`src/qrm_pkg.sv`:
```
// ----------------------------------------------------------------------------
// qrm_pkg
// Types and fixed widths shared by the quaternion to rotation matrix block.
// ----------------------------------------------------------------------------
package qrm_pkg;

	localparam int COMP_W  = 16; // width of one quaternion component
	localparam int ENT_W   = 16; // width of one matrix entry
	localparam int ENTRIES = 9;  // entries of the 3x3 matrix
	localparam int PROD_W  = 32; // signed 16x16 product
	localparam int N_W     = 33; // sum of four squares, up to 2^32
	localparam int NUM_W   = 34; // signed numerator, up to 2^32 in magnitude
	localparam int MAG_W   = 33; // numerator magnitude

	typedef struct packed {
		logic signed [COMP_W-1:0] quat_x;
		logic signed [COMP_W-1:0] quat_y;
		logic signed [COMP_W-1:0] quat_z;
		logic signed [COMP_W-1:0] quat_w;
	} quat_t;

	typedef struct packed {
		logic signed [ENT_W-1:0] m00;
		logic signed [ENT_W-1:0] m01;
		logic signed [ENT_W-1:0] m02;
		logic signed [ENT_W-1:0] m10;
		logic signed [ENT_W-1:0] m11;
		logic signed [ENT_W-1:0] m12;
		logic signed [ENT_W-1:0] m20;
		logic signed [ENT_W-1:0] m21;
		logic signed [ENT_W-1:0] m22;
		logic                    zero_norm;
	} rot_t;

	typedef logic signed [PROD_W-1:0] prod_t;
	typedef logic signed [NUM_W-1:0]  num_t;

endpackage

```
`src/qrm_div_step.sv`:
```
// ----------------------------------------------------------------------------
// qrm_div_step
// One restoring division step for all nine lanes: one quotient bit each.
// ----------------------------------------------------------------------------
module qrm_div_step #(
	parameter int FRAC_BITS = 14,
	parameter int SHIFT     = 0
) (
	input  logic                              clk,
	input  logic                              arst_n,
	input  logic                              valid_i,
	input  logic [qrm_pkg::N_W-1:0]           norm_i,
	input  logic                              zero_i,
	input  logic                              neg_i [qrm_pkg::ENTRIES],
	input  logic [qrm_pkg::MAG_W+FRAC_BITS:0] rem_i [qrm_pkg::ENTRIES],
	input  logic [FRAC_BITS:0]                quo_i [qrm_pkg::ENTRIES],
	output logic                              valid_o,
	output logic [qrm_pkg::N_W-1:0]           norm_o,
	output logic                              zero_o,
	output logic                              neg_o [qrm_pkg::ENTRIES],
	output logic [qrm_pkg::MAG_W+FRAC_BITS:0] rem_o [qrm_pkg::ENTRIES],
	output logic [FRAC_BITS:0]                quo_o [qrm_pkg::ENTRIES]
);

	localparam int DW = qrm_pkg::MAG_W + FRAC_BITS + 1;

	logic [DW-1:0] trial;
	logic valid_s1, zero_s1;
	logic [qrm_pkg::N_W-1:0] n_s1;
	logic neg_s1 [qrm_pkg::ENTRIES];
	logic [DW-1:0] rem_s1 [qrm_pkg::ENTRIES];
	logic [FRAC_BITS:0] quo_s1 [qrm_pkg::ENTRIES];

	assign trial = DW'(norm_i) << SHIFT;

	always_ff @(posedge clk or negedge arst_n) begin
		if (!arst_n) begin
			valid_s1 <= 1'b0;
		end else begin
			valid_s1 <= valid_i;
		end
	end

	// subtract where the shifted divisor fits, shift in the quotient bit
	always_ff @(posedge clk) begin
		n_s1    <= norm_i;
		zero_s1 <= zero_i;
		for (int i = 0; i < qrm_pkg::ENTRIES; i++) begin
			neg_s1[i] <= neg_i[i];
			if (rem_i[i] >= trial) begin
				rem_s1[i] <= rem_i[i] - trial;
				quo_s1[i] <= {quo_i[i][FRAC_BITS-1:0], 1'b1};
			end else begin
				rem_s1[i] <= rem_i[i];
				quo_s1[i] <= {quo_i[i][FRAC_BITS-1:0], 1'b0};
			end
		end
	end

	assign valid_o = valid_s1;
	assign norm_o  = n_s1;
	assign zero_o  = zero_s1;
	assign neg_o   = neg_s1;
	assign rem_o   = rem_s1;
	assign quo_o   = quo_s1;

endmodule

```
`config.mk`:
```
export PLATFORM = sky130hd
export DESIGN_NAME = qrm_div_step
export DESIGN_NICKNAME = d
export VERILOG_FILES = /design/src/qrm_pkg.sv /design/src/qrm_div_step.sv
export SDC_FILE = /design/constraint.sdc
export NUM_CORES = 1
export LEC_CHECK = 0
export BUFFER_PORTS_ARGS = -buffer_cell sky130_fd_sc_hd__buf_2
export CELL_PAD_IN_SITES_DETAIL_PLACEMENT = 1
export CELL_PAD_IN_SITES_GLOBAL_PLACEMENT = 2
export CORE_AREA = 4 4 482 484
export CTS_CLUSTER_SIZE = 10
export DETAILED_ROUTE_END_ITERATION = 10
export DIE_AREA = 0 0 486 488
export GPL_TIMING_DRIVEN = 0
export PLACE_DENSITY_LB_ADDON = 0.1
export SETUP_SLACK_MARGIN = 0.2
export SYNTH_ARGS = -nofsm -noshare
export SYNTH_HDL_FRONTEND = slang
export SYNTH_SLANG_ARGS = --single-unit
export TNS_END_PERCENT = 30
```
`constraint.sdc`:
```
create_clock -name clk -period 1.3 [get_ports clk]
set_input_delay 0.39 -clock clk [delete_from_list [all_inputs] [get_ports clk]]
set_output_delay 0.39 -clock clk [all_outputs]
set_load 0.01 [all_outputs]
```
Yosys cells after proc, flatten, opt, wreduce, memory -nomap -nowiden
Cells that the tools add are included.

Logic and storage cells: 66. Bits of input ports: 613. Bits in registers: 611. Output and inout port bits: 611.

Add/sub/neg operators: 9. Order comparisons: 9. Muxes and demuxes: 18.

Operators with widths (count): greater-or-equal comparator 48 x 33 -> 1 bit (9); 2-to-1 mux 48 bit (9); subtractor 48 x 33 -> 48 bit (9); 2-to-1 mux 1 bit (9).

Longest topological paths before layout
Depth in word-level cells: 2. Gate-level depth with buffers: 15.

Worst setup path after synthesis
No wires, ideal clock.

Path type: in2reg. Start point: input norm_i[20] in the netlist's numbering. End point: register rem_s1, in the netlist rem_o[184]. Data required time: 1.182 ns. Arrival time: 3.102 ns. Slack: -1.920 ns. Cell stages on the path: 12. Cell sequence: inv_1 -> ha_1 -> clkbuf_1 -> a21o_1 -> a31o_2 -> a221o_1 -> or4_1 -> o21ai_1 -> o21ai_0 -> nor2b_1 -> nand3_1 -> xnor2_1.

Word-level cells in the longest chain between the ends: 2. Elaborated cells between the ends (all ways): 3. Those cells by class: add/sub (1); order compare (1); mux (1).

RTL lines: start: declaration (RTL line qrm_div_step.sv:12) `input logic [qrm_pkg::N_W-1:0] norm_i,`; subtractor 48 x 33 -> 48 bit / greater-or-equal comparator 48 x 33 -> 1 bit (equally long branches) (RTL line qrm_div_step.sv:51, qrm_div_step.sv:50); 2-to-1 mux 48 bit (*) (RTL line qrm_div_step.sv:50) `if (rem_i[i] >= trial) begin`; end signal: indexed assignment (RTL line qrm_div_step.sv:51) `rem_s1[i] <= rem_i[i] - trial;`; end signal: indexed assignment (RTL line qrm_div_step.sv:54) `rem_s1[i] <= rem_i[i];`; end: declaration (RTL line qrm_div_step.sv:31) `logic [DW-1:0] rem_s1 [qrm_pkg::ENTRIES];`.

Mark *: on every way between the ends. The rest lies on a longest branch, timed or not.

Worst setup path in the final report
Start point: input norm_i[2] in the netlist's numbering. End point: register rem_s1, in the netlist rem_o[222].

The elaborated chain is that of the path after synthesis.

==> metrics.md <==
| Metric | Value |
|---|---|
| Final setup TNS | `-721.00 ns` |
| Rel. slew slack | `18.1%` |
| Register bit count reported by yosys | `611` |
| Met2 Resource Use GR | `39.5%` |
| Port bufs | `1,212` |
| Area grow syn2layout | `90.1%` |
| CP top delay family | `compound AO/OA/AOI/OAI gates` |
| TritonCTS buffer count | `90` |
| # DRC | `0` |
| I/O pin count | `1,224` |
| WL final | `263,000 um` |
| Max Buffers Root-to-Sink | `3` |
| Critical path origin | `norm_i[2]` |
| Routed vias | `42,700` |
| CP arrival | `3.48 ns` |
| CP Capture Type | `flip-flop` |
| Cell Rows | `175` |
| Main synth FF type | `dfxtp_1` |
| Worst ir drop on vdd | `0.926 mV` |
| Slowest stage cell, crit path | `a311oi_4` |
| Yosys top cell area share | `34.4%` |
| Max-cap viol count | `0` |
| Share of cells above drive strength 1 | `42.1%` |
| TritonCTS clock tree | `built` |
| LEAKAGE | `0.0285 uW` |
| Die height | `488 um` |
| DIE WIDTH | `486 um` |
| WL/cell | `26.9 um` |
| Fin crit share | `216%` |
| WHS Path Cells | `2` |
| Total Routing Usage GR | `21.2%` |
| CP required | `1.97 ns` |
| Area leader, netlist | `dfxtp_1` |
| Clock root buffer | `clkbuf_16` |
| Tmin final | `2.81 ns` |
| Worst Hold Slack | `-0.0942 ns` |
| Critical path buffers and inverters | `5` |
| Post-Syn Nets | `5,181` |
| Distinct cell type count after synthesis | `97` |
| Worst setup path class | `in -> reg` |
| Final setup violation count | `1,052` |
| H-tree Lvls | `3` |
| Total power | `75,500 uW` |
| Vias in the first global route | `45,700` |
| Initial DRC count | `1,661` |
| Hold Path Sink | `rem_o[185]` |
| GR Layer Usage met3 | `4.47%` |
| Failing checks | `hold timing, setup timing` |
| Seq/Total Area, Yosys | `34.5%` |
| Cells along the critical path | `buf_8 > clkinvlp_4 > buf_12 > buf_12 > ha_4 > nor2b_4 > o311ai_4 > a311oi_4 > o41ai_4 > o31a_1 > buf_4 > or4_4 > nor2b_4 > xor2_2 > o21ai_2` |
| Most Used Layer, Global Route | `met2` |
| Synth area leaders | `dfxtp_1, ha_1, a21oi_1` |
| Largest net degree at the start of global routing | `15` |
| Antenna violation net count after detailed routing | `0` |
| Syn Inst Count | `4,262` |
| F_max | `0.355 GHz` |
| Min-Delay Path Class | `in -> reg` |
| Final Max Slew Viols | `0` |
| RSZ-0062 raised after global routing | `yes` |
| Starting Density | `15.6%` |
| Synth warnings | `0` |
| Clk sinks | `611` |
| Mapped Area | `0.0355 mm2` |
| Clk slew on worst S/H paths | `0.06 ns` |
| Detailed Routing Iterations Pass 1 | `5` |
| Met1 global-route usage | `23.8%` |
| Largest stage delay, worst path | `0.44 ns` |
| Routability cong. | `0.819` |
| Grt ovf | `0` |
| Die area | `0.237 mm2` |
| Hold Path Origin | `rem_i[185]` |
| Syn_area_per_cell | `8.32 um2` |
| Core Footprint | `0.227 mm2` |
| Setup WS post-layout | `-1.51 ns` |
| CP Launch Type | `input port` |
| Final hold viol count | `2` |
| Async SR Flop Fraction | `0.164%` |
| Post-layout net count | `7,558` |
| Hpwl dp | `203,000 um` |
| First-pass GRT wire length | `359,000 um` |
| Outcome | `finished, violations left` |
| Largest fanout on the critical path | `7` |
| Post-synth EDFFs | `0` |
| PD cells | `1120 mW/mm2` |
| Average vias per placed instance | `4.38` |
| Worst-Margin Slew | `1.22 ns` |
| Initial antenna violation count | `137` |
[layer usage]
metal  wire (um)  part of all wire, %
met1      103000                   39
met2      136000                   52
met3       14100                  5.4
met4        9680                  3.7
met5         380                 0.14
[logic make-up after synthesis]
logic type               share of synthesized area [%]
buffers and inverters                             3.27
adder cells (fa/ha/maj)                           11.0
AO/OA/AOI/OAI                                     21.4
AND/OR/NAND/NOR                                   19.0
multiplexers                                      1.01
flip-flops                                        34.5
XOR/XNOR                                          9.80
[worst max path at each step]
stage	endpoint	slack (ns)	cells after the start
floorplan	rem_o[206]	-1.59	10
global placement	rem_o[283]	-5.20	12
detailed placement	rem_o[283]	-4.15	12
CTS	rem_o[42]	-1.42	14
global route	rem_o[184]	-1.56	15
finish	rem_o[222]	-1.51	15
[cells in the mapped netlist (all sizes together), types with 9 or more instances]
cell,n
o21a,51
nor2b,45
o211ai,36
a21boi,11
nand4b,17
and3,30
o31ai,29
o31a,11
a21o,105
a21oi,485
o2111ai,9
xnor2,236
dfxtp,610
ha,297
a211o,10
a221oi,9
buf,41
clkbuf,124
nand2,397
fa,9
or3,33
nor3b,15
a211oi,24
nor2,391
a31oi,38
nor4,62
nand3,83
o21ai,281
and2,21
o41ai,11
xor2,161
or4,22
inv,124
o21bai,48
nor3,77
nand2b,54
nand4,95
or2,15
mux2,27
a2111oi,11
[cell type report]
class	count	area [um2]
clock inverter	42	597
timing repair buffer	2285	17600
sequential	611	12200
clock buffer	119	2500
inverter	124	769
tap	3009	3760
multi-input combinational	3362	28000
antenna	44	110
fill	26300	160000
buffer	165	1820
[state kept, by name (all words and copies together) (netlist names)]
signal	flops
neg_o	9
norm_o	33
valid_o	1
zero_o	1
rem_o	432
quo_o	135
[timing repair]
item | CTS | global route
hold buffers | 600 | 5
pin swaps | 261 | 189
endpoints found under the hold margin | 594 | 8
gates cloned | 20 | 9
setup buffers | 314 | 105
setup endpoints to repair | 1052 | 1052
resized for setup | 1218 | 502
[through the flow]
step | setup slack [ns] | instances | area (um2) | hold WS [ns] | util, %
global placement | -5.20 | 8483 | 46000 | 0.170 | 20.2
global route | -1.56 | 9735 | 67400 | -0.146 | 29.6
finish | -1.51 | 9761 | 67400 | -0.0942 | 29.7
CTS | -1.42 | 9598 | 64100 | -0.207 | 28.2
floorplan | -1.59 | 4262 | 36100 | 0.0944 | -
detailed placement | -4.15 | 8503 | 46400 | 0.168 | 20.4
[power by group]
group	switching (uW)	leakage (uW)	internal [uW]
Sequential	1020	0.00516	21500
Clock	10900	0.00146	15300
Combinational	15300	0.0219	11500
Total	27300	0.0285	48200
[cell usage in the layout, fill, tap and decap left out, types with 102 or more instances in the layout]
cell           netlist  final
xor2_1             161    154
a21oi_1            485    356
nor2_1             390    330
xnor2_1            236    222
nand2_1            397    337
buf_4                0    317
dlygate4sd3_1        0    605
clkbuf_16            0    115
a21o_1             105    102
buf_2               31   1191
dfxtp_1            610    610
ha_1               297    182
o21ai_0            274    172
No activity file was read; power rests on OpenSTA's default activity.
