`config.mk`:
```
export PLATFORM = sky130hd
export DESIGN_NAME = qrm_out
export DESIGN_NICKNAME = d
export VERILOG_FILES = /design/src/qrm_pkg.sv /design/src/qrm_out.sv
export SDC_FILE = /design/constraint.sdc
export NUM_CORES = 1
export LEC_CHECK = 0
export CAP_MARGIN = 25
export CORE_MARGIN = 3
export CORE_UTILIZATION = 25
export DETAILED_ROUTE_END_ITERATION = 10
export DONT_BUFFER_PORTS = 1
export PLACE_DENSITY = 0.41
export SKIP_CTS_REPAIR_TIMING = 1
export SLEW_MARGIN = 20
export SYNTH_ARGS = -nofsm -noshare
export SYNTH_HDL_FRONTEND = slang
export SYNTH_SLANG_ARGS = --single-unit
```
`constraint.sdc`:
```
create_clock -name clk -period 1 [get_ports clk]
set_clock_uncertainty 0.15 [all_clocks]
set_input_delay 0.1 -clock clk [delete_from_list [all_inputs] [get_ports clk]]
set_output_delay 0.1 -clock clk [all_outputs]
set_load 0.02 [all_outputs]
```
`src/qrm_pkg.sv`:
```
// ----------------------------------------------------------------------------
// qrm_pkg
// Types and fixed widths shared by the quaternion to rotation matrix block.
// ----------------------------------------------------------------------------
package qrm_pkg;

	localparam int COMP_W  = 16; // width of one quaternion component
	localparam int ENT_W   = 16; // width of one matrix entry
	localparam int ENTRIES = 9;  // entries of the 3x3 matrix
	localparam int PROD_W  = 32; // signed 16x16 product
	localparam int N_W     = 33; // sum of four squares, up to 2^32
	localparam int NUM_W   = 34; // signed numerator, up to 2^32 in magnitude
	localparam int MAG_W   = 33; // numerator magnitude

	typedef struct packed {
		logic signed [COMP_W-1:0] quat_x;
		logic signed [COMP_W-1:0] quat_y;
		logic signed [COMP_W-1:0] quat_z;
		logic signed [COMP_W-1:0] quat_w;
	} quat_t;

	typedef struct packed {
		logic signed [ENT_W-1:0] m00;
		logic signed [ENT_W-1:0] m01;
		logic signed [ENT_W-1:0] m02;
		logic signed [ENT_W-1:0] m10;
		logic signed [ENT_W-1:0] m11;
		logic signed [ENT_W-1:0] m12;
		logic signed [ENT_W-1:0] m20;
		logic signed [ENT_W-1:0] m21;
		logic signed [ENT_W-1:0] m22;
		logic                    zero_norm;
	} rot_t;

	typedef logic signed [PROD_W-1:0] prod_t;
	typedef logic signed [NUM_W-1:0]  num_t;

endpackage

```
`src/qrm_out.sv`:
```
// ----------------------------------------------------------------------------
// qrm_out
// Output stage: clamp to one, apply sign, clamp to 16 bits, zero on zero norm, register result.
// ----------------------------------------------------------------------------
module qrm_out #(
	parameter int FRAC_BITS = 14
) (
	input  logic               clk,
	input  logic               arst_n,
	input  logic               valid,
	input  logic               zero,
	input  logic               neg [qrm_pkg::ENTRIES],
	input  logic [FRAC_BITS:0] quo [qrm_pkg::ENTRIES],
	output logic               done,
	output qrm_pkg::rot_t      rot
);

	localparam int VW = (FRAC_BITS + 2 > 17) ? FRAC_BITS + 2 : 17;
	localparam logic [FRAC_BITS:0] ONE = (FRAC_BITS+1)'(1) << FRAC_BITS;
	localparam logic signed [VW-1:0] POS_MAX = VW'(32767);
	localparam logic signed [VW-1:0] NEG_MIN = -VW'(32768);

	logic done_q;
	qrm_pkg::rot_t rot_q;
	logic [qrm_pkg::ENT_W-1:0] ent [qrm_pkg::ENTRIES];

	always_comb begin
		logic [FRAC_BITS:0] qc;
		logic signed [VW-1:0] v;
		for (int i = 0; i < qrm_pkg::ENTRIES; i++) begin
			qc = (quo[i] > ONE) ? ONE : quo[i];
			v  = neg[i] ? -$signed(VW'(qc)) : $signed(VW'(qc));
			if (v > POS_MAX) begin
				v = POS_MAX;
			end else if (v < NEG_MIN) begin
				v = NEG_MIN;
			end
			ent[i] = zero ? '0 : v[qrm_pkg::ENT_W-1:0];
		end
	end

	always_ff @(posedge clk or negedge arst_n) begin
		if (!arst_n) begin
			done_q <= 1'b0;
		end else begin
			done_q <= valid;
		end
	end

	always_ff @(posedge clk) begin
		rot_q.m00       <= ent[0];
		rot_q.m01       <= ent[1];
		rot_q.m02       <= ent[2];
		rot_q.m10       <= ent[3];
		rot_q.m11       <= ent[4];
		rot_q.m12       <= ent[5];
		rot_q.m20       <= ent[6];
		rot_q.m21       <= ent[7];
		rot_q.m22       <= ent[8];
		rot_q.zero_norm <= zero;
	end

	assign done = done_q;
	assign rot  = rot_q;

endmodule

```
# After elaboration in Yosys (flattened, before gate mapping)
# Index checks and enable logic that the tools add are counted.
totals:
  regBits: 146
  inputBits: 148
  out_inout_bits: 146
  elab_cells: 101
classes:
  addsub: 9
  n_lt_le_gt_ge: 27
  n_mux: 36
  n_reduce_logical: 9
ops:
  columns: ["cell", "count"]
  rows:
  - ["two-way mux 15 bit", 18]
  - ["> comparator 17 x 16 -> 1 bit (second input constant)", 9]
  - ["less-than comparator 17 x 16 -> 1 bit (second input constant)", 9]
  - ["two-way mux 17 bit", 9]
  - ["negation 15 -> 17 bit", 9]
  - ["two-way mux 16 bit", 9]
  - ["> comparator 15 bit (second input constant)", 9]
  - ["OR reduction 2 bit", 9]

# Logic depth before layout (Yosys ltp)
# Gate-level depths: netlist (run 1).
depth:
  depth_word: 7
  ltp_mapped: 10
  depth_no_buf: 8

# Least setup slack after synthesis (run 1)
# OpenSTA, ideal clock, no wires.
synth_path:
  kind: "input -> register"
  from: "in quo[44] (netlist bit)"
  to: "reg rot_q (netlist bit rot[36])"
  setup_ps: 78
  arrival_ps: 2226
  t_required_ps: 772
  path_slack_ps: -1454
  cell_stages: 10
  n_path_buf: 2
  path_cell_list: "clkbuf_1 -> inv_1 -> nand2_1 -> ha_1 -> or4b_1 -> nor4_2 -> nor2_1 -> a31o_2 -> clkbuf_1 -> nor3_1"
synth_via:
  elab_chain_cells: 7
  word_cells_on_any_way: 8
  cone_classes: "1 x add/sub; 3 x order compare; 4 x mux"
synth_lines:
  columns: ["item", "line_no", "text"]
  rows:
  - ["start: declaration", "qrm_out.sv:13", "input logic [FRAC_BITS:0] quo [qrm_pkg::ENTRIES],"]
  - ["> comparator 15 bit", "qrm_out.sv:31", "qc = (quo[i] > ONE) ? ONE : quo[i];"]
  - ["two-way mux 15 bit *", "qrm_out.sv:31", null]
  - ["negation 15 -> 17 bit", "qrm_out.sv:32", "v = neg[i] ? -$signed(VW'(qc)) : $signed(VW'(qc));"]
  - ["two-way mux 17 bit *", "qrm_out.sv:32", null]
  - ["less-than comparator 17 x 16 -> 1 bit", "qrm_out.sv:35", "end else if (v < NEG_MIN) begin"]
  - ["two-way mux 16 bit", "qrm_out.sv:35", null]
  - ["two-way mux 15 bit *", "qrm_out.sv:33", "if (v > POS_MAX) begin"]
  - ["end: declaration", "qrm_out.sv:24", "qrm_pkg::rot_t rot_q;"]
# Every way passes the cells marked *; elsewhere a longest branch is shown, timed or not.
# A chain may end at the register's enable or synchronous reset.

# Worst setup path after layout (run 1)
layout_path:
  from: "in quo[44] (netlist bit)"
  to: "reg rot_q (netlist bit rot[43])"
# The elaborated chain is that of the path after synthesis.

==> run metrics, run 1 <==
Register Area approximately 0.0034 mm^2; die footprint around 0.034 mm^2; worst path bufs/invs 2; total track usage about 17%; Worst setup SP type primary input; count of port buffers added during placement 0; total CTS buffers 17; pin count of the biggest net entering global routing 31; register area share after synthesis between 30% and 40%; Syn Area/Cell 8.09 um^2; Synth warnings 0; top cells by area, synth dfxtp_1 36%, xor2_1 5.2%, o21ai_0 4.6%, nand2_1 4.5%, nor2_1 4.4%; Crit. End Element flop; vias in the first global route a little over 8000; Clock Tree Buf Depth 2; endpoints failing setup between 200 and 300; htree depth 4; Data required, critical path roughly 1200 ps; multi-input logic area 0.00647 mm^2; Crit-path slowest cell or4b_4; period utilisation layout 148%; grt total ovfl 0; Max Cap Viol 0; Mapped Cells roughly 990; XOR/XNOR Fraction of Synth Area 7.09%; Row Count between 60 and 70; Worst Hold Class in -> reg; adder-cell share of the synthesized area 1.40%; Ant. Diodes 0; Starting Density ~26%; simple logic cell fraction of the synthesized area 27.0%; Post-synth EDFFs 0; critical path depth 9; mapped cell area between 0.008 and 0.009 mm^2; Crit path arrival time ~1700 ps; synthesized flop and latch total 146; leakage dissipation around 5.1 nW; Final min period around 1500 ps; dpl ws -1160 ps; cells along the critical path inv_16, nand2_4, ha_4, or4b_4, buf_6, o31a_1, a21boi_2, a2bb2oi_2, o21ai_1; drt pass-1 iters 5; main combinational cell family by area after synthesis simple AND/OR/NAND/NOR gates; final hold vios 142; Worst path max stage delay around 480 ps; fin area approximately 0.013 mm^2; Slew Limit Fails 0; initial drt markers roughly 340; placed wire-length estimate about 23000 um; violated checks hold timing, setup timing; Core Area between 0.03 and 0.04 mm^2; nets between 1000 and 1500; Worst Max-Slew Pin Slew roughly 580 ps; synth unique cells 74; DP Area about 0.010 mm^2; share of the synthesized area in the top cell type a little over a third; Worst slew margin between 60 and 70%; post-DR wirelength/cell between 15 and 20 um; RSZ-0062 raised after global routing true; CTS tree yes; DR vias/cell between 5 and 6; FILL cells around 3000; die width 185 um; Primary FF master, synth dfxtp_1; Hold Slack -457 ps; depth of the worst hold-timing path 0; antenna violations before repair 0; outcome finished with violations; Synth Area in Compound Gates a little under a quarter; ys async rst share 0.685%; P per Cell Area 1240 mW/mm^2; share of cells above drive strength 1 a little over half; vias 8416; Setup CP Type in -> reg; gpl congestion 0.830; syn_nets ~1200; mux cell area share after synthesis 0.997%; Area growth syn-to-layout 66.8%; # DRC 0; IO Count between 200 and 300; clock slew at reported path FFs roughly 60 ps; first-pass GRT wire length about 46000 um; top cell type by total area after synthesis dfxtp_1; Worst Slack Setup Final -484 ps; Total Routed Length 31000 um; ANT nets after route 0; clk root buf clkbuf_16; die height roughly 190 um; Crit Path Max Fanout 17; top cell family by delay on the critical path compound AO/OA/AOI/OAI gates; Sink Count 146; Max VDD drop 1.17 mV; most instantiated library cell after synthesis dfxtp_1; Post-synth top cells 145 x dfxtp_1, 96 x nand2_1, 94 x nor2_1; fmax approximately 670 MHz
[final timing paths]
| path | end | slack, ps | startpoint |
|---|---|---|---|
| min in group asynchronous | done | 270 | arst_n |
| worst max-delay path | rot[43] | -480 | quo[44] |
| max in group asynchronous | done | 310 | arst_n |
| worst min-delay path | rot[0] | -460 | zero |
[registers in the layout, indices dropped and copies added (netlist names)]
name / flops
done: 1
rot: 145
[metal layers]
| layer | GRT usage [%] | wire [um] | up-vias |
|---|---|---|---|
| met5 | 0 | 0 | - |
| li1 | - | - | 4134 |
| met3 | 6.60 | 2590 | 36 |
| met1 | 20.6 | 13100 | 4004 |
| met2 | 26.5 | 14600 | 242 |
| met4 | 6.27 | 742 | 0 |
[metrics by stage]
stage	setup TNS, ps	util [%]	power (W)	instances
finish	-45900	43.0	0.0166	1627
global route	-56040	43.0	0.0175	1627
CTS	-61290	35.5	0.0164	1555
detailed placement	-105710	33.5	0.00922	1523
global placement	-106980	33.5	0.00923	1523
floorplan	-93520	-	0.00860	993
[cells by family after synthesis]
logic type               after synthesis
AO/OA/AOI/OAI                        277
XOR/XNOR                              65
adder cells (fa/ha/maj)                9
buffers and inverters                 72
flip-flops                           146
multiplexers                           8
AND/OR/NAND/NOR                      416
[final cells by class]
type / instances / share of cell area [%]
multi-input combinational: 776 / 48.3
sequential: 146 / 25.7
timing repair buffer: 253 / 16.3
tap: 396 / 3.70
clock inverter: 14 / 1.50
clock buffer: 18 / 3.28
inverter: 24 / 1.23
[cell usage in the layout, fill, tap and decap left out, types with 11 or more instances in the layout]
cell type,Yosys,routed
a31oi_1,16,11
nor4_4,1,13
nand2_2,0,16
buf_4,0,178
nand2b_1,22,11
o31ai_1,31,17
nor2b_1,13,13
nand2_1,96,67
inv_1,22,16
nor2_1,94,82
nand4_1,18,18
nand3_1,27,21
buf_6,1,33
xnor2_1,17,16
nor3_2,1,23
a21oi_1,45,26
nand2b_4,0,11
or4_4,1,15
o21ai_2,0,30
o21ai_1,4,16
dfxtp_4,0,134
o21ai_0,74,30
a21oi_2,0,19
xor2_1,48,48
nor3_1,44,19
dlygate4sd3_1,0,37
clkbuf_16,0,17
[power by group]
| group | leakage, nW | internal, W | switching (W) | total (W) |
|---|---|---|---|---|
| Sequential | 1.30 | 0.00610 | 0.000655 | 0.00676 |
| Clock | 0.308 | 0.00428 | 0.00273 | 0.00701 |
| Combinational | 3.54 | 0.00151 | 0.00131 | 0.00283 |
| Total | 5.14 | 0.0119 | 0.00470 | 0.0166 |
No activity file was read; power rests on OpenSTA's default activity.
==> inputs of run 2 (changes only) <==
==> constraint.sdc (replaced) <==
create_clock -name clk -period 1.6 [get_ports clk]
set_clock_uncertainty 0.15 [all_clocks]
set_input_delay 0.16 -clock clk [delete_from_list [all_inputs] [get_ports clk]]
set_output_delay 0.16 -clock clk [all_outputs]
set_load 0.02 [all_outputs]
==> run metrics, run 2 (synthesis results as in run 1) <==
Starting Density 25.8% (unchanged); endpoints failing setup 0 (-100%); fmax 636 MHz; commonest non-fill, non-tap cell in the layout dfxtp_1; Ant. Diodes 0 (unchanged); DR vias/cell 5.18 (+0.12%); share of cells above drive strength 1 21.9% (-32 points); depth of the worst hold-timing path 1 (+1); Sink Count 146 (unchanged); ANT nets after route 0 (unchanged); Total Neg Setup Slack 0 ps (+45900 ps); leakage dissipation 4.70 nW (-8.6%); max reg flops 145 (unchanged); P per Cell Area 826 mW/mm^2 (-33%); Total Routed Length 31500 um (+1.7%); grt total ovfl 0 (unchanged); pin count of the biggest net entering global routing 31 (unchanged); final hold vios 93 (-35%); clk root buf clkbuf_16; die height 185 um (unchanged); fin cells 1649 (+1.4%); die footprint 0.0343 mm^2 (unchanged); post-DR wirelength/cell 19.1 um (+0.34%); period utilisation layout a little over nine tenths; Setup CP Type in -> reg; Area growth syn-to-layout 48.0%; total track usage 16.7% (-0.081 points); antenna violations before repair 0 (unchanged); IO Count 294 (unchanged); placed wire-length estimate 22400 um (-1.2%); Worst setup SP type primary input; first-pass GRT wire length 45000 um (-1.2%); Crit path arrival time 1800 ps (+150 ps); # DRC 0 (unchanged); Worst Hold Class in -> reg; Slew Limit Fails 0 (unchanged); commonest cells after routing, fill and taps aside 145 x dfxtp_1, 140 x dlygate4sd3_1, 133 x buf_4; Max Cap Viol 0 (unchanged); CTS tree yes; drt pass-1 iters 5 (unchanged); vias 8540 (+1.5%); violated checks hold timing; Max VDD drop 0.743 mV (-37%); Clock Tree Buf Depth 2 (unchanged); Placed Cells 1474 (-3.2%); gpl congestion 0.817 (-1.6%); clock slew at reported path FFs 60 ps (about the same); hold wc startpoint quo[44]; RSZ-0062 raised after global routing false; nets 1397 (+1.6%); total CTS buffers 17 (unchanged); Crit Path Max Fanout 5 (-12); Row Count 64 (unchanged); Crit. End Element flop; count of port buffers added during placement 0 (unchanged); Core Area 0.0311 mm^2 (unchanged); Worst Max-Slew Pin Slew 568 ps (-14.9 ps); FILL cells 3221 (+7.0%); Final min period 1570 ps; vias in the first global route 7834 (-5.4%); htree depth 4 (unchanged); Hold Slack -354 ps (+103 ps); Worst slew margin 62.0% (+1.3 points); Data required, critical path 1830 ps (+660 ps); initial drt markers 428 (+26%); outcome finished with violations; die width 185 um (unchanged); hold path endpoint rot[42]
## run 2: power breakdown
| group | internal [W] | switching [W] |
|---|---|---|
| combinational | 0.000896 | 0.000768 |
| sequential | 0.00387 | 0.000409 |
| clock | 0.00218 | 0.00170 |
| total | 0.00694 | 0.00287 |
## run 2: metrics by stage
step | hold WS, ps | power, W | utilization [%] | worst slack (ps) | cell area [um^2]
2_1_floorplan | -286 | 0.00533 | - | -606 | 8760
5_1_grt | -389 | 0.0103 | 38.2 | 0.688 | 11900
3_3_place_gp | -286 | 0.00563 | 31.7 | -473 | 9880
4_1_cts | -762 | 0.00959 | 33.5 | -36.0 | 10400
6_report | -354 | 0.00982 | 38.2 | 28.7 | 11900
3_5_place_dp | -286 | 0.00562 | 31.7 | -512 | 9880
## run 2: area by class of cell
type	count	area (um^2)	area share [%]
clock inverter	13	113	0.947
timing repair buffer	275	2440	20.5
clock buffer	19	443	3.73
sequential	146	2930	24.6
inverter	24	123	1.03
multi-input combinational	776	5350	45.0
tap	396	495	4.17
## run 2: critical path: stages
cell	delay [ps]
dlygate4sd3_1	600
inv_1	110
a21oi_1	70
a41o_1	290
buf_4	180
a2111o_1	340
nand2_1	60
## run 2: worst max-delay path by stage
stage	start	slack, ps	cells past startpoint	end
final	quo[96]	30	7	rot[105]
after global routing	quo[44]	0.7	9	rot[36]
after CTS	quo[44]	-40	8	rot[37]
after detailed placement	quo[44]	-510	8	rot[37]
after global placement	quo[44]	-470	9	rot[45]
after floorplan	quo[44]	-610	10	rot[39]
## run 2: metal layers
layer / global-route usage, % / wire (um) / up-vias
li1: - / - / 4180
met1: 21.0 / 14200 / 4085
met2: 26.1 / 14500 / 249
met3: 6.21 / 2340 / 26
met4: 6.06 / 560 / 0
met5: 0 / 0 / -
==> inputs of run 3 (changes only) <==
==> constraint.sdc (replaced) <==
create_clock -name clk -period 2 [get_ports clk]
set_clock_uncertainty 0.15 [all_clocks]
set_input_delay 0.2 -clock clk [delete_from_list [all_inputs] [get_ports clk]]
set_output_delay 0.2 -clock clk [all_outputs]
set_load 0.02 [all_outputs]
==> run metrics, run 3 (synthesis results as in run 1) <==
clk root buf clkbuf_16; Final min period 1960 ps; period utilisation layout between 90% and 100%; Starting Density 25.8% (unchanged); vias 8698 (+1.9%); commonest cells after routing, fill and taps aside 195 x dlygate4sd3_1, 145 x dfxtp_1, 94 x nor2_1; ANT nets after route 0 (unchanged); outcome finished with violations; gpl congestion 0.841 (+3.0%); die height 185 um (unchanged); # DRC 0 (unchanged); grt total ovfl 0 (unchanged); Register Area 0.00293 mm^2 (unchanged); IO Count 294 (unchanged); pin count of the biggest net entering global routing 31 (unchanged); Row Count 64 (unchanged); Crit Path Max Fanout 8 (+3); Total Neg Setup Slack 0 ps (unchanged); Setup CP Type in -> reg; htree depth 4 (unchanged); commonest non-fill, non-tap cell in the layout dlygate4sd3_1; leakage dissipation 4.59 nW (-2.3%); Worst slew margin 53.9% (-8.1 points); fmax slightly above 500 MHz; drt pass-1 iters 5 (unchanged); count of port buffers added during placement 0 (unchanged); Worst path max stage delay 750 ps (+150 ps); hold path endpoint rot[121]; endpoints failing setup 0 (unchanged); share of cells above drive strength 1 14.2% (-7.8 points); max reg flops 145 (unchanged); vias in the first global route 7752 (-1.0%); Max VDD drop 0.568 mV (-24%); Crit-path slowest cell dlygate4sd3_1; Worst Hold Class in -> reg; Total Routed Length 32400 um (+2.9%); post-DR wirelength/cell 19.5 um (+2.2%); Data required, critical path 2160 ps (+330 ps); Slew Limit Fails 0 (unchanged); first-pass GRT wire length 44300 um (-1.6%); initial drt markers 427 (-0.23%); die width 185 um (unchanged); die footprint 0.0343 mm^2 (unchanged); Crit. End Element flop; P per Cell Area 684 mW/mm^2 (-17%); FILL cells 3222 (+0.031%); DR vias/cell 5.24 (+1.2%); placed wire-length estimate 22100 um (-1.3%); cells along the critical path dlygate4sd3_1, inv_1, a21oi_1, xnor2_1, dlygate4sd3_1, nor2_1; Placed Cells 1432 (-2.8%); depth of the worst hold-timing path 4 (+3); most frequent CP cell dlygate4sd3_1; hold wc startpoint neg[7]; Core Area 0.0311 mm^2 (unchanged); multi-input logic area 0.00494 mm^2 (-7.6%); antenna violations before repair 1 (+1); Crit path arrival time 2120 ps (+320 ps); Ant. Diodes 0 (unchanged); Hold Slack -35.2 ps (+319 ps); Clock Tree Buf Depth 2 (unchanged); Area growth syn-to-layout 46.0%; Worst Max-Slew Pin Slew 685 ps (+118 ps); final hold vios 22 (-76%); CTS tree yes; Worst setup SP type primary input; Sink Count 146 (unchanged); fin cells 1660 (+0.67%); total track usage 16.4% (-0.31 points); clock slew at reported path FFs 60 ps (about the same); Max Cap Viol 0 (unchanged); nets 1408 (+0.79%); violated checks hold timing; total CTS buffers 17 (unchanged)
==> run 3: cell types whose count changed in the layout (fill, tap and decap cells not counted), sizes merged <==
cell / change
dlygate4sd3: +55
buf: -43
clkinv: -6
a31o: -1
clkbuf: +3
inv: +3
==> run 3: area by class of cell <==
type                            instances  share of cell area [%]
Timing Repair Buffer                  287                    22.8
Clock inverter                         10                   0.832
Tap cell                              396                    4.23
Multi-Input combinational cell        775                    42.2
Inverter                               24                   0.918
Clock buffer                           22                    4.13
Sequential cell                       146                    25.0
==> run 3: worst max-delay path, delay by kind of cell <==
kind	cells	cell delay, ps
simple gates	1	40
compound gates	1	200
buf+inv	3	1540
xor+xnor	1	130
==> run 3: worst max path at each step <==
stage	endpoint	slack [ps]	cells after the start	startpoint
floorplan	rot[39]	-250	10	quo[44]
global placement	rot[87]	-120	8	quo[89]
detailed placement	rot[45]	-100	9	quo[44]
CTS	rot[39]	350	9	quo[44]
global route	rot[90]	-30	5	neg[5]
finish	rot[70]	40	6	neg[4]
==> run 3: routing by layer <==
layer  vias to the layer above  share of wire (%)  routed length [um]  GRT usage (%)
li1                       4202                  -                   -              -
met1                      4147                 43               13900           20.5
met2                       306                 48               15500           26.4
met3                        43                7.3                2360           5.91
met4                         0                2.0                 641           5.04
met5                         -                  0                   0              0
==> run 3: power breakdown <==
part | switching (W) | internal [W]
combinational | 0.000630 | 0.000726
sequential | 0.000340 | 0.00310
clock | 0.00136 | 0.00186
==> run 3: through the flow <==
stage	hold slack [ps]	utilization, %	power [W]	worst slack, ps	cell area, um^2
4_1_cts	-724	31.3	0.00770	347	9750
2_1_floorplan	-246	-	0.00419	-246	8270
3_3_place_gp	-246	29.4	0.00443	-119	9170
5_1_grt	0.997	37.6	0.00842	-25.5	11700
3_5_place_dp	-246	29.4	0.00441	-105	9170
6_report	-35.2	37.6	0.00801	42.2	11700
